[src/rtl/mrtu_pkg.sv]
// Shared types, constants and the CRC-16/MODBUS byte update for the Modbus RTU responder.
`timescale 1ns / 1ps
`default_nettype none

package mrtu_pkg;

   localparam logic [15:0] CRC_INIT = 16'hFFFF;
   localparam logic [15:0] CRC_POLY = 16'hA001;

   localparam int HDR_BYTES     = 9;
   localparam int DESC_BYTES    = 6;
   localparam int QUEUE_DEPTH   = 4;

   // Function codes
   localparam logic [7:0] FC_READ_HOLDING  = 8'h03;
   localparam logic [7:0] FC_WRITE_MULTI   = 8'h10;
   localparam logic [7:0] FC_EXCEPTION_BIT = 8'h80;

   // Exception codes
   localparam logic [7:0] EXC_ILLEGAL_FUNCTION = 8'd1;
   localparam logic [7:0] EXC_ILLEGAL_ADDRESS  = 8'd2;
   localparam logic [7:0] EXC_ILLEGAL_VALUE    = 8'd3;
   localparam logic [7:0] EXC_DEVICE_FAILURE   = 8'd4;

   // Register addresses and the quantities they accept
   localparam logic [15:0] REG_DEVICE_ID = 16'd1001;
   localparam logic [15:0] REG_BLOCK_A   = 16'd1002;
   localparam logic [15:0] REG_BLOCK_B   = 16'd1010;
   localparam logic [15:0] QTY_DEVICE_ID = 16'd1;
   localparam logic [15:0] QTY_BLOCK_A   = 16'd8;
   localparam logic [15:0] QTY_BLOCK_B   = 16'd20;

   // Byte-count fields of read answers and of a write request
   localparam logic [7:0] BC_DEVICE_ID = 8'h02;
   localparam logic [7:0] BC_BLOCK_A   = 8'h10;
   localparam logic [7:0] BC_BLOCK_B   = 8'h28;
   localparam logic [7:0] BC_WRITE_ID  = 8'h02;

   // Frame length limits
   localparam logic [7:0] MIN_FRAME_LEN   = 8'd4;
   localparam logic [7:0] READ_FRAME_LEN  = 8'd8;
   localparam logic [7:0] WRITE_FRAME_MIN = 8'd11;

   // Response body lengths, CRC not included
   localparam int LEN_W = 6;
   localparam logic [LEN_W-1:0] LEN_EXCEPTION  = 6'd3;
   localparam logic [LEN_W-1:0] LEN_READ_ID    = 6'd5;
   localparam logic [LEN_W-1:0] LEN_READ_A     = 6'd19;
   localparam logic [LEN_W-1:0] LEN_READ_B     = 6'd43;
   localparam logic [LEN_W-1:0] LEN_WRITE_ECHO = 6'd6;

   localparam logic [7:0] DEVICE_ID_RESET = 8'd1;

   typedef logic [HDR_BYTES-1:0][7:0] hdr_array_type;

   // Frame-end summary handed from the receive side to the decoder
   typedef struct packed {
      logic       valid;
      logic [7:0] len;
      logic       crc_ok;
   } frame_done_type;

   // One queued response: leading bytes, the rest of the body is zero
   typedef struct packed {
      logic [LEN_W-1:0]               len;
      logic [DESC_BYTES-1:0][7:0]     body;
   } resp_desc_type;

   function automatic logic [15:0] crc_byte(input logic [15:0] crc, input logic [7:0] b);
      logic [15:0] c;
      c = crc ^ {8'h00, b};
      for (int i = 0; i < 8; i++) begin
         c = c[0] ? ((c >> 1) ^ CRC_POLY) : (c >> 1);
      end
      return c;
   endfunction

endpackage

`default_nettype wire

[src/rtl/mrtu_rx_front.sv]
// Receive side: running CRC, header capture, byte count and frame-end summary.
`timescale 1ns / 1ps
`default_nettype none

module mrtu_rx_front (
   input  wire logic                   clock,
   input  wire logic                   reset,
   input  wire logic                   accept,
   input  wire logic [7:0]             rx_byte,
   input  wire logic                   frame_end,
   output mrtu_pkg::hdr_array_type     hdr,
   output mrtu_pkg::frame_done_type    done
);
   import mrtu_pkg::*;

   logic [15:0]    crc_ff, crc_in, crc_next;
   logic [7:0]     tail0_ff, tail0_in, tail1_ff, tail1_in;
   logic [7:0]     count_ff, count_in, count_sat;
   hdr_array_type  hdr_ff, hdr_in;
   frame_done_type done_ff, done_in;

   always_comb begin
      crc_in    = crc_ff;
      tail0_in  = tail0_ff;
      tail1_in  = tail1_ff;
      count_in  = count_ff;
      hdr_in    = hdr_ff;
      done_in   = '0;
      crc_next  = (count_ff >= 8'd2) ? crc_byte(crc_ff, tail0_ff) : crc_ff;
      count_sat = (count_ff == 8'hFF) ? count_ff : count_ff + 8'd1;
      if (accept) begin
         if (count_ff < 8'(HDR_BYTES)) begin
            hdr_in[count_ff[3:0]] = rx_byte;
         end
         if (frame_end) begin
            done_in.valid  = 1'b1;
            done_in.len    = count_sat;
            done_in.crc_ok = ({rx_byte, tail1_ff} == crc_next);
            // drop frame state, header stays for the decoder
            crc_in   = CRC_INIT;
            tail0_in = 8'h00;
            tail1_in = 8'h00;
            count_in = 8'h00;
         end else begin
            crc_in   = crc_next;
            tail0_in = tail1_ff;
            tail1_in = rx_byte;
            count_in = count_sat;
         end
      end
   end

   always_ff @(posedge clock) begin
      if (reset) begin
         crc_ff   <= CRC_INIT;
         tail0_ff <= 8'h00;
         tail1_ff <= 8'h00;
         count_ff <= 8'h00;
         done_ff  <= '0;
      end else begin
         crc_ff   <= crc_in;
         tail0_ff <= tail0_in;
         tail1_ff <= tail1_in;
         count_ff <= count_in;
         done_ff  <= done_in;
      end
   end

   always_ff @(posedge clock) begin
      hdr_ff <= hdr_in;
   end

   assign hdr  = hdr_ff;
   assign done = done_ff;

endmodule

`default_nettype wire

[src/rtl/mrtu_classify.sv]
// Frame decoder: address and CRC checks, function dispatch, live device id.
`timescale 1ns / 1ps
`default_nettype none

module mrtu_classify (
   input  wire logic                   clock,
   input  wire logic                   reset,
   input  mrtu_pkg::frame_done_type    done,
   input  mrtu_pkg::hdr_array_type     hdr,
   input  wire logic                   csr_write,
   input  wire logic [7:0]             csr_id,
   output logic                        push,
   output mrtu_pkg::resp_desc_type     desc
);
   import mrtu_pkg::*;

   logic [7:0]  dev_id_ff, dev_id_in;
   logic [7:0]  func;
   logic [15:0] addr, qty;
   logic        is_exc;
   logic [7:0]  exc_code;

   assign func = hdr[1];
   assign addr = {hdr[2], hdr[3]};
   assign qty  = {hdr[4], hdr[5]};

   always_comb begin
      push      = 1'b0;
      desc      = '0;
      dev_id_in = dev_id_ff;
      is_exc    = 1'b0;
      exc_code  = EXC_ILLEGAL_FUNCTION;
      if (done.valid && done.len >= MIN_FRAME_LEN && hdr[0] == dev_id_ff && done.crc_ok) begin
         push         = 1'b1;
         desc.body[0] = dev_id_ff;
         desc.body[1] = func;
         case (func)
            FC_READ_HOLDING: begin
               if (done.len != READ_FRAME_LEN) begin
                  is_exc   = 1'b1;
                  exc_code = EXC_DEVICE_FAILURE;
               end else begin
                  case (addr)
                     REG_DEVICE_ID: begin
                        is_exc       = (qty != QTY_DEVICE_ID);
                        exc_code     = EXC_ILLEGAL_VALUE;
                        desc.body[2] = BC_DEVICE_ID;
                        desc.body[4] = dev_id_ff;
                        desc.len     = LEN_READ_ID;
                     end
                     REG_BLOCK_A: begin
                        is_exc       = (qty != QTY_BLOCK_A);
                        exc_code     = EXC_ILLEGAL_VALUE;
                        desc.body[2] = BC_BLOCK_A;
                        desc.len     = LEN_READ_A;
                     end
                     REG_BLOCK_B: begin
                        is_exc       = (qty != QTY_BLOCK_B);
                        exc_code     = EXC_ILLEGAL_VALUE;
                        desc.body[2] = BC_BLOCK_B;
                        desc.len     = LEN_READ_B;
                     end
                     default: begin
                        is_exc   = 1'b1;
                        exc_code = EXC_ILLEGAL_ADDRESS;
                     end
                  endcase
               end
            end
            FC_WRITE_MULTI: begin
               if (done.len < WRITE_FRAME_MIN) begin
                  is_exc   = 1'b1;
                  exc_code = EXC_DEVICE_FAILURE;
               end else if (addr != REG_DEVICE_ID) begin
                  // unsupported write target is silently dropped
                  push = 1'b0;
               end else if (qty != QTY_DEVICE_ID) begin
                  is_exc   = 1'b1;
                  exc_code = EXC_ILLEGAL_VALUE;
               end else if (hdr[6] != BC_WRITE_ID) begin
                  is_exc   = 1'b1;
                  exc_code = EXC_DEVICE_FAILURE;
               end else begin
                  dev_id_in    = hdr[8];
                  desc.body[0] = hdr[8];
                  desc.body[2] = hdr[2];
                  desc.body[3] = hdr[3];
                  desc.body[4] = hdr[4];
                  desc.body[5] = hdr[5];
                  desc.len     = LEN_WRITE_ECHO;
               end
            end
            default: begin
               is_exc   = 1'b1;
               exc_code = EXC_ILLEGAL_FUNCTION;
            end
         endcase
         if (is_exc) begin
            desc         = '0;
            desc.body[0] = dev_id_ff;
            desc.body[1] = func + FC_EXCEPTION_BIT;
            desc.body[2] = exc_code;
            desc.len     = LEN_EXCEPTION;
         end
      end
      if (csr_write) begin
         dev_id_in = csr_id;
      end
   end

   always_ff @(posedge clock) begin
      if (reset) begin
         dev_id_ff <= DEVICE_ID_RESET;
      end else begin
         dev_id_ff <= dev_id_in;
      end
   end

endmodule

`default_nettype wire

[src/rtl/mrtu_resp_fifo.sv]
// Small queue of response descriptors between the decoder and the transmit side.
`timescale 1ns / 1ps
`default_nettype none

module mrtu_resp_fifo #(
   parameter int DEPTH = mrtu_pkg::QUEUE_DEPTH
) (
   input  wire logic                     clock,
   input  wire logic                     reset,
   input  wire logic                     push,
   input  mrtu_pkg::resp_desc_type       push_desc,
   input  wire logic                     pop,
   output mrtu_pkg::resp_desc_type       head,
   output logic                          empty,
   output logic [$clog2(DEPTH+1)-1:0]    count
);
   import mrtu_pkg::*;

   localparam int PTR_W = (DEPTH > 1) ? $clog2(DEPTH) : 1;
   localparam int CNT_W = $clog2(DEPTH+1);

   resp_desc_type    mem [DEPTH];
   resp_desc_type    head_ff;
   logic [PTR_W-1:0] wr_ptr_ff, wr_ptr_in, rd_ptr_ff, rd_ptr_in;
   logic [CNT_W-1:0] count_ff, count_in;
   logic             do_pop;

   assign do_pop = pop && (count_ff != '0);

   function automatic logic [PTR_W-1:0] ptr_inc(input logic [PTR_W-1:0] p);
      return (p == PTR_W'(DEPTH - 1)) ? '0 : p + PTR_W'(1);
   endfunction

   always_comb begin
      wr_ptr_in = push ? ptr_inc(wr_ptr_ff) : wr_ptr_ff;
      rd_ptr_in = do_pop ? ptr_inc(rd_ptr_ff) : rd_ptr_ff;
      count_in  = count_ff;
      if (push && !do_pop) begin
         count_in = count_ff + CNT_W'(1);
      end else if (!push && do_pop) begin
         count_in = count_ff - CNT_W'(1);
      end
   end

   always_ff @(posedge clock) begin
      if (reset) begin
         wr_ptr_ff <= '0;
         rd_ptr_ff <= '0;
         count_ff  <= '0;
      end else begin
         wr_ptr_ff <= wr_ptr_in;
         rd_ptr_ff <= rd_ptr_in;
         count_ff  <= count_in;
      end
   end

   always_ff @(posedge clock) begin
      if (push) begin
         mem[wr_ptr_ff] <= push_desc;
      end
      // fetch the next head; a word landing in that slot passes straight through
      if (push && (wr_ptr_ff == rd_ptr_in)) begin
         head_ff <= push_desc;
      end else begin
         head_ff <= mem[rd_ptr_in];
      end
   end

   assign head  = head_ff;
   assign empty = (count_ff == '0);
   assign count = count_ff;

endmodule

`default_nettype wire

[src/rtl/mrtu_tx_back.sv]
// Transmit side: expands a descriptor into response words and appends the CRC.
`timescale 1ns / 1ps
`default_nettype none

module mrtu_tx_back (
   input  wire logic                 clock,
   input  wire logic                 reset,
   input  mrtu_pkg::resp_desc_type   head,
   input  wire logic                 empty,
   output logic                      pop,
   output logic                      rsp_tvalid,
   input  wire logic                 rsp_tready,
   output logic [7:0]                rsp_tdata,
   output logic                      rsp_tlast
);
   import mrtu_pkg::*;

   logic [LEN_W-1:0] idx_ff, idx_in;
   logic [15:0]      crc_ff, crc_in;
   logic             valid_ff, valid_in;
   logic [7:0]       byte_ff, byte_in;
   logic             last_ff, last_in;
   logic             load;
   logic [7:0]       body_byte;

   assign load = !empty && (!valid_ff || rsp_tready);

   always_comb begin
      body_byte = 8'h00;
      if (idx_ff < LEN_W'(DESC_BYTES)) begin
         body_byte = head.body[idx_ff[2:0]];
      end
   end

   always_comb begin
      idx_in   = idx_ff;
      crc_in   = crc_ff;
      valid_in = valid_ff && !rsp_tready;
      byte_in  = byte_ff;
      last_in  = last_ff;
      pop      = 1'b0;
      if (load) begin
         valid_in = 1'b1;
         last_in  = 1'b0;
         idx_in   = idx_ff + LEN_W'(1);
         if (idx_ff < head.len) begin
            byte_in = body_byte;
            crc_in  = crc_byte(crc_ff, body_byte);
         end else if (idx_ff == head.len) begin
            byte_in = crc_ff[7:0];
         end else begin
            // high CRC byte closes the response
            byte_in = crc_ff[15:8];
            last_in = 1'b1;
            idx_in  = '0;
            crc_in  = CRC_INIT;
            pop     = 1'b1;
         end
      end
   end

   always_ff @(posedge clock) begin
      if (reset) begin
         idx_ff   <= '0;
         crc_ff   <= CRC_INIT;
         valid_ff <= 1'b0;
      end else begin
         idx_ff   <= idx_in;
         crc_ff   <= crc_in;
         valid_ff <= valid_in;
      end
   end

   always_ff @(posedge clock) begin
      byte_ff <= byte_in;
      last_ff <= last_in;
   end

   assign rsp_tvalid = valid_ff;
   assign rsp_tdata  = byte_ff;
   assign rsp_tlast  = last_ff;

endmodule

`default_nettype wire

[src/rtl/modbus_rtu_slave_frame_responder.sv]
// Top level of the Modbus RTU slave frame responder.
`timescale 1ns / 1ps
`default_nettype none

// Modbus RTU slave: received frame bytes come in as words on req_ (tlast on the
// final byte of a frame) and responses leave as words on rsp_, CRC low byte before
// high byte, tlast on the final byte. The receive side takes one word every clock
// while req_tready is high; its CRC-16/MODBUS update is a single byte step per
// cycle. In the cycle after a frame end the decoder checks length, station address
// and CRC and queues a response descriptor; frames that are short, foreign or
// corrupt, and writes to unsupported addresses, produce nothing. Supported: read
// holding registers at 1001 (device id), 1002 (8 zero registers), 1010 (20 zero
// registers), and write multiple to 1001, which replaces the station address.
// Other requests get an exception response with code 1 to 4. The transmit side
// sends one word per cycle while rsp_tready is high, so a response of N body
// bytes leaves as N+2 words; the descriptor queue (QUEUE_DEPTH entries) lets bytes
// of later frames flow in while earlier responses drain. req_tready drops only
// when the queue has no free entry left for a frame end. A write on csr_ loads
// the station address; issue it only while the block is idle.
module modbus_rtu_slave_frame_responder #(
   parameter int QUEUE_DEPTH = mrtu_pkg::QUEUE_DEPTH
) (
   input  wire logic       clock,
   input  wire logic       reset,
   // request stream
   input  wire logic       req_tvalid,
   output logic            req_tready,
   input  wire logic [7:0] req_tdata,    // [7:0] rx_byte
   input  wire logic       req_tlast,    // frame_end
   // response stream
   output logic            rsp_tvalid,
   input  wire logic       rsp_tready,
   output logic [7:0]      rsp_tdata,    // [7:0] tx_byte
   output logic            rsp_tlast,    // tx_last
   // station address write
   input  wire logic       csr_valid,
   output logic            csr_ready,
   input  wire logic [7:0] csr_wdata     // [7:0] initial_device_id
);
   import mrtu_pkg::*;

   localparam int CNT_W = $clog2(QUEUE_DEPTH+1);

   logic             req_accept;
   hdr_array_type    hdr;
   frame_done_type   done;
   logic             push;
   resp_desc_type    push_desc;
   resp_desc_type    head;
   logic             empty;
   logic             pop;
   logic [CNT_W-1:0] q_count;
   logic [CNT_W:0]   q_reserved;

   // Reserve a queue entry for a frame end already accepted but not yet decoded
   assign q_reserved = {1'b0, q_count} + (CNT_W+1)'(done.valid);
   assign req_tready = (q_reserved < (CNT_W+1)'(QUEUE_DEPTH));
   assign req_accept = req_tvalid && req_tready;
   assign csr_ready  = 1'b1;

   mrtu_rx_front u_front (
      .clock     (clock),
      .reset     (reset),
      .accept    (req_accept),
      .rx_byte   (req_tdata),
      .frame_end (req_tlast),
      .hdr       (hdr),
      .done      (done)
   );

   mrtu_classify u_classify (
      .clock     (clock),
      .reset     (reset),
      .done      (done),
      .hdr       (hdr),
      .csr_write (csr_valid && csr_ready),
      .csr_id    (csr_wdata),
      .push      (push),
      .desc      (push_desc)
   );

   mrtu_resp_fifo #(
      .DEPTH (QUEUE_DEPTH)
   ) u_fifo (
      .clock     (clock),
      .reset     (reset),
      .push      (push),
      .push_desc (push_desc),
      .pop       (pop),
      .head      (head),
      .empty     (empty),
      .count     (q_count)
   );

   mrtu_tx_back u_back (
      .clock      (clock),
      .reset      (reset),
      .head       (head),
      .empty      (empty),
      .pop        (pop),
      .rsp_tvalid (rsp_tvalid),
      .rsp_tready (rsp_tready),
      .rsp_tdata  (rsp_tdata),
      .rsp_tlast  (rsp_tlast)
   );

endmodule

`default_nettype wire
[config.mk]
export PLATFORM = sky130hd
export DESIGN_NAME = modbus_rtu_slave_frame_responder
export DESIGN_NICKNAME = d
export VERILOG_FILES = /design/src/rtl/mrtu_pkg.sv /design/src/rtl/mrtu_rx_front.sv /design/src/rtl/mrtu_classify.sv /design/src/rtl/mrtu_resp_fifo.sv /design/src/rtl/mrtu_tx_back.sv /design/src/rtl/modbus_rtu_slave_frame_responder.sv
export SDC_FILE = /design/constraint.sdc
export NUM_CORES = 1
export LEC_CHECK = 0
export BUFFER_PORTS_ARGS = -buffer_cell sky130_fd_sc_hd__buf_4
export CORE_ASPECT_RATIO = 2
export CORE_MARGIN = 3
export CORE_UTILIZATION = 35
export DETAILED_ROUTE_END_ITERATION = 6
export PLACE_DENSITY_LB_ADDON = 0.08
export RECOVER_POWER = 25
export SETUP_SLACK_MARGIN = 0.3
export SYNTH_ARGS = -nofsm -noshare
export SYNTH_HDL_FRONTEND = slang
export SYNTH_SLANG_ARGS = --single-unit
export TNS_END_PERCENT = 20
[constraint.sdc]
create_clock -name clock -period 4 [get_ports clock]
set_input_delay 0.8 -clock clock [delete_from_list [all_inputs] [get_ports clock]]
set_output_delay 0.8 -clock clock [all_outputs]
set_load 0.1 [all_outputs]
==> summary.md <==
| Metric | Value |
|---|---|
| Final Core Density | `41.2%` |
| Hold Crit Class | `register to register` |
| Min cycle time layout | `3.54 ns` |
| Status | `finished clean` |
| Top cell type's share of synthesized area | `a little over half` |
| CORE AREA | `between 40000 and 50000 µm²` |
| Max incr delay on CP | `0.49 ns` |
| Post-synth EDFFs | `285` |
| Synth top area cells | `edfxtp_1, dfxtp_1, mux2i_1` |
| Fraction of layout cells with a size suffix above 1 | `roughly 13%` |
| Sum Neg Setup Slack | `0 ns` |
| Final Non-Filler Cells | `between 1500 and 2000` |
| GP Congestion | `around 0.78` |
| Post-synth cell types | `between 60 and 70` |
| Fmax | `283 MHz` |
| Slowest cell on the critical path | `mux4_2` |
| Synth Warn # | `0` |
| Area Growth Syn to Fin | `15.9%` |
| Final Cycle Share | `~88%` |
| Global-route usage over all layers | `16.8%` |
| Clock Tree Buf Depth | `3` |
| Crit path launch type | `register` |
| Initial antenna violation count | `0` |
| Row Count | `110` |
| Ys async rst share | `0%` |
| CP required | `about 4.5 ns` |
| CTS sink cnt | `around 380` |
| Diodes inserted | `0` |
| Max-slew violations | `0` |
| H-Tree Depth | `2` |
| Clk root buf | `clkbuf_16` |
| Post-CTS Hold Fix Bufs | `0` |
| Worst path bufs/invs | `3` |
| Port buffer count | `32` |
| Slew @ Worst Pin | `1.18 ns` |
| Post-route cell area | `18700 µm²` |
| Worst-path fanout max | `4` |
| Clock Latency Late Sink | `between 0.5 and 0.6 ns` |
| Syn_area_per_cell | `13.7 µm²` |
| Top_reg_cell synth | `edfxtp_1` |
| Routed wire per std cell | `21.4 µm` |
| Vias in the first global route | `approximately 9900` |
| HPWL Detailed | `about 29000 µm` |
| DR vias | `9429` |
| First-pass GRT wire length | `between 60000 and 70000 µm` |
| DIE WIDTH | `roughly 160 µm` |
| Mapped Area | `between 15000 and 20000 µm²` |
| Via density | `4.99` |
| LEAKAGE | `around 6.2 nW` |
| Clock transition at the registers of the reported paths | `0.06 ns` |
| Largest net degree at the start of global routing | `approximately 60` |
| I/O pin cnt | `34` |
| Number of max-cap violations | `0` |
| Yosys top cell by area | `edfxtp_1` |
| Commonest cells after routing, fill and taps aside | `edfxtp_1, mux2i_1, dfxtp_1` |
| Setup violations, final | `0` |
| Cell family with most CP delay | `adder cells` |
| Cell count after synthesis | `1179` |
| Crit path kind | `register to register` |
| VDD IR max | `between 0.2 and 0.3 mV` |
| Crit-path cells | `mux4_2 -> inv_1 -> ha_1 -> a21o_1 -> a21o_1 -> a211o_1 -> nor2b_1 -> and2_4 -> inv_1 -> ha_2 -> inv_1 -> fa_1 -> xor2_1 -> or3_1 -> a21oi_2` |
| Nets@finish | `between 1000 and 1500` |
| Arr. time, crit path | `~4.0 ns` |
| Initial detailed-routing violation count | `353` |
| Number of antenna-violating nets in the routed design | `0` |
| Crit. End Element | `register` |
| DRC viols | `0` |
| TritonCTS clock tree | `built` |
| Most common cell after layout, fill and taps aside | `edfxtp_1` |
| Hold Fails Final Rpt | `0` |
| Seq cells post-synth | `about 380` |
| Drt pass-1 iters | `4` |
| Register area share after synthesis | `between 60% and 70%` |
| RSZ-0062 raised after global routing | `yes` |
| Final Total Pwr | `7.91 mW` |
| P per Cell Area | `between 400 and 500 nW/µm²` |
| GRT Residual Overflow | `0` |
| Inserted Clock Buffers | `35` |
| CP most frequent cell | `inv_1` |
| Dpl cells | `1822` |
| Relative slew slack | `between 20% and 30%` |
| Die area | `roughly 49000 µm²` |
| Initial Util | `between 30% and 40%` |
| Worst Skew | `between 0.01 and 0.015 ns` |
| Die Span Y | `about 310 µm` |
| Wirelength, routed | `40400 µm` |
| Placed cell area | `between 15000 and 20000 µm²` |
-- worst paths after layout --
| kind | from | to | slack, ns | cells past startpoint |
|---|---|---|---|---|
| hold reg to reg | u_front.tail0_ff[5]$_SDFFE_PP0P_ | u_front.tail0_ff[5]$_SDFFE_PP0P_ | 0.47 | 2 |
| hold / removal | u_front.tail0_ff[5]$_SDFFE_PP0P_ | u_front.tail0_ff[5]$_SDFFE_PP0P_ | 0.47 | 2 |
| setup reg to reg | register | u_fifo.count[2]$_SDFFE_PP0P_ | 0.46 | 15 |
| setup / recovery | register | u_fifo.count[2]$_SDFFE_PP0P_ | 0.46 | 15 |
-- logic make-up after synthesis --
family | count (synthesis) | synth area share, %
AO/OA/AOI/OAI | 143 | 5.69
XOR/XNOR | 77 | 4.69
adder cells (fa/ha/maj) | 19 | 1.52
buffers and inverters | 79 | 2.38
flip-flops | 375 | 64.3
multiplexers | 142 | 10.3
other | 2 | 0.0466
AND/OR/NAND/NOR | 342 | 11.0
-- worst min-delay path, stage by stage, from the launching register on --
cell	delay (ns)
dfxtp_1	0.32
nand2_1	0.05
a21oi_1	0.05
-- final cells by class --
type | count | area (µm²)
clock buffer | 47 | 1000
clock inverter | 16 | 200
fill | 4172 | 26600
inverter | 19 | 71.3
multi-input combinational | 772 | 5560
sequential | 375 | 10400
tap | 560 | 701
timing repair buffer | 99 | 763
-- where the power goes --
group	total, mW	leakage, nW	internal (mW)	switching (mW)
Sequential	4.19	3.16	4.17	0.0202
Combinational	0.189	2.42	0.0675	0.122
Clock	3.53	0.591	2.09	1.44
Total	7.91	6.17	6.33	1.59
-- cells in the mapped netlist, types with 3 or more instances --
| master | instances |
|---|---|
| a21o_1 | 3 |
| a21oi_1 | 48 |
| a22oi_1 | 40 |
| a31oi_1 | 3 |
| and2_1 | 19 |
| and3_1 | 17 |
| buf_1 | 5 |
| buf_2 | 4 |
| buf_4 | 9 |
| clkbuf_1 | 38 |
| dfxtp_1 | 90 |
| edfxtp_1 | 285 |
| ha_1 | 18 |
| inv_1 | 19 |
| mux2_2 | 11 |
| mux2i_1 | 113 |
| mux4_1 | 3 |
| mux4_2 | 14 |
| nand2_1 | 65 |
| nand2b_1 | 15 |
| nand3_1 | 33 |
| nand3b_1 | 20 |
| nand4_1 | 7 |
| nor2_1 | 87 |
| nor2b_1 | 10 |
| nor3_1 | 28 |
| nor4_1 | 14 |
| o211ai_1 | 10 |
| o21ai_0 | 14 |
| o21bai_1 | 6 |
| o22ai_1 | 8 |
| o32a_1 | 3 |
| or3_1 | 4 |
| or4_1 | 5 |
| xnor2_1 | 41 |
| xor2_1 | 29 |
| xor2_2 | 3 |
-- routing by layer --
layer	GRT usage [%]	up-vias	share of wire, %
met2	34.9	118	61
met3	1.97	50	2.3
met4	6.14	0	3.4
met1	16.2	4660	34
li1	-	4601	-
met5	0	-	0
-- sequential cells by signal, summed over array words and instances, names as in the netlist, named ones only --
register              count
u_back.crc_ff            16
u_back.idx_ff             6
u_back.rsp_tdata          8
u_back.rsp_tlast          1
u_back.rsp_tvalid         1
u_classify.dev_id_ff      8
u_fifo.count              3
u_fifo.mem              212
u_fifo.rd_ptr_ff          2
u_fifo.wr_ptr_ff          2
u_front.count_ff          8
u_front.crc_ff           16
u_front.done             10
u_front.hdr              64
u_front.tail0_ff          8
u_front.tail1_ff          8
-- stage by stage --
stage	hold slack, ns	worst slack [ns]
2_1_floorplan	0.443	-0.0762
5_1_grt	0.496	0.285
3_5_place_dp	0.458	0.330
6_report	0.472	0.464
3_3_place_gp	0.460	0.395
4_1_cts	0.475	0.344
-- what timing repair did --
| item | 4_1_cts | 5_1_grt |
|---|---|---|
| setup buffers | 0 | 3 |
| hold endpoints to repair | 0 | 0 |
| pin swaps | 0 | 0 |
| gates resized for setup | 1 | 4 |
| cloned | 0 | 0 |
| endpoints found under the setup margin | 1 | 1 |
Power figures use the tool's default switching activity.
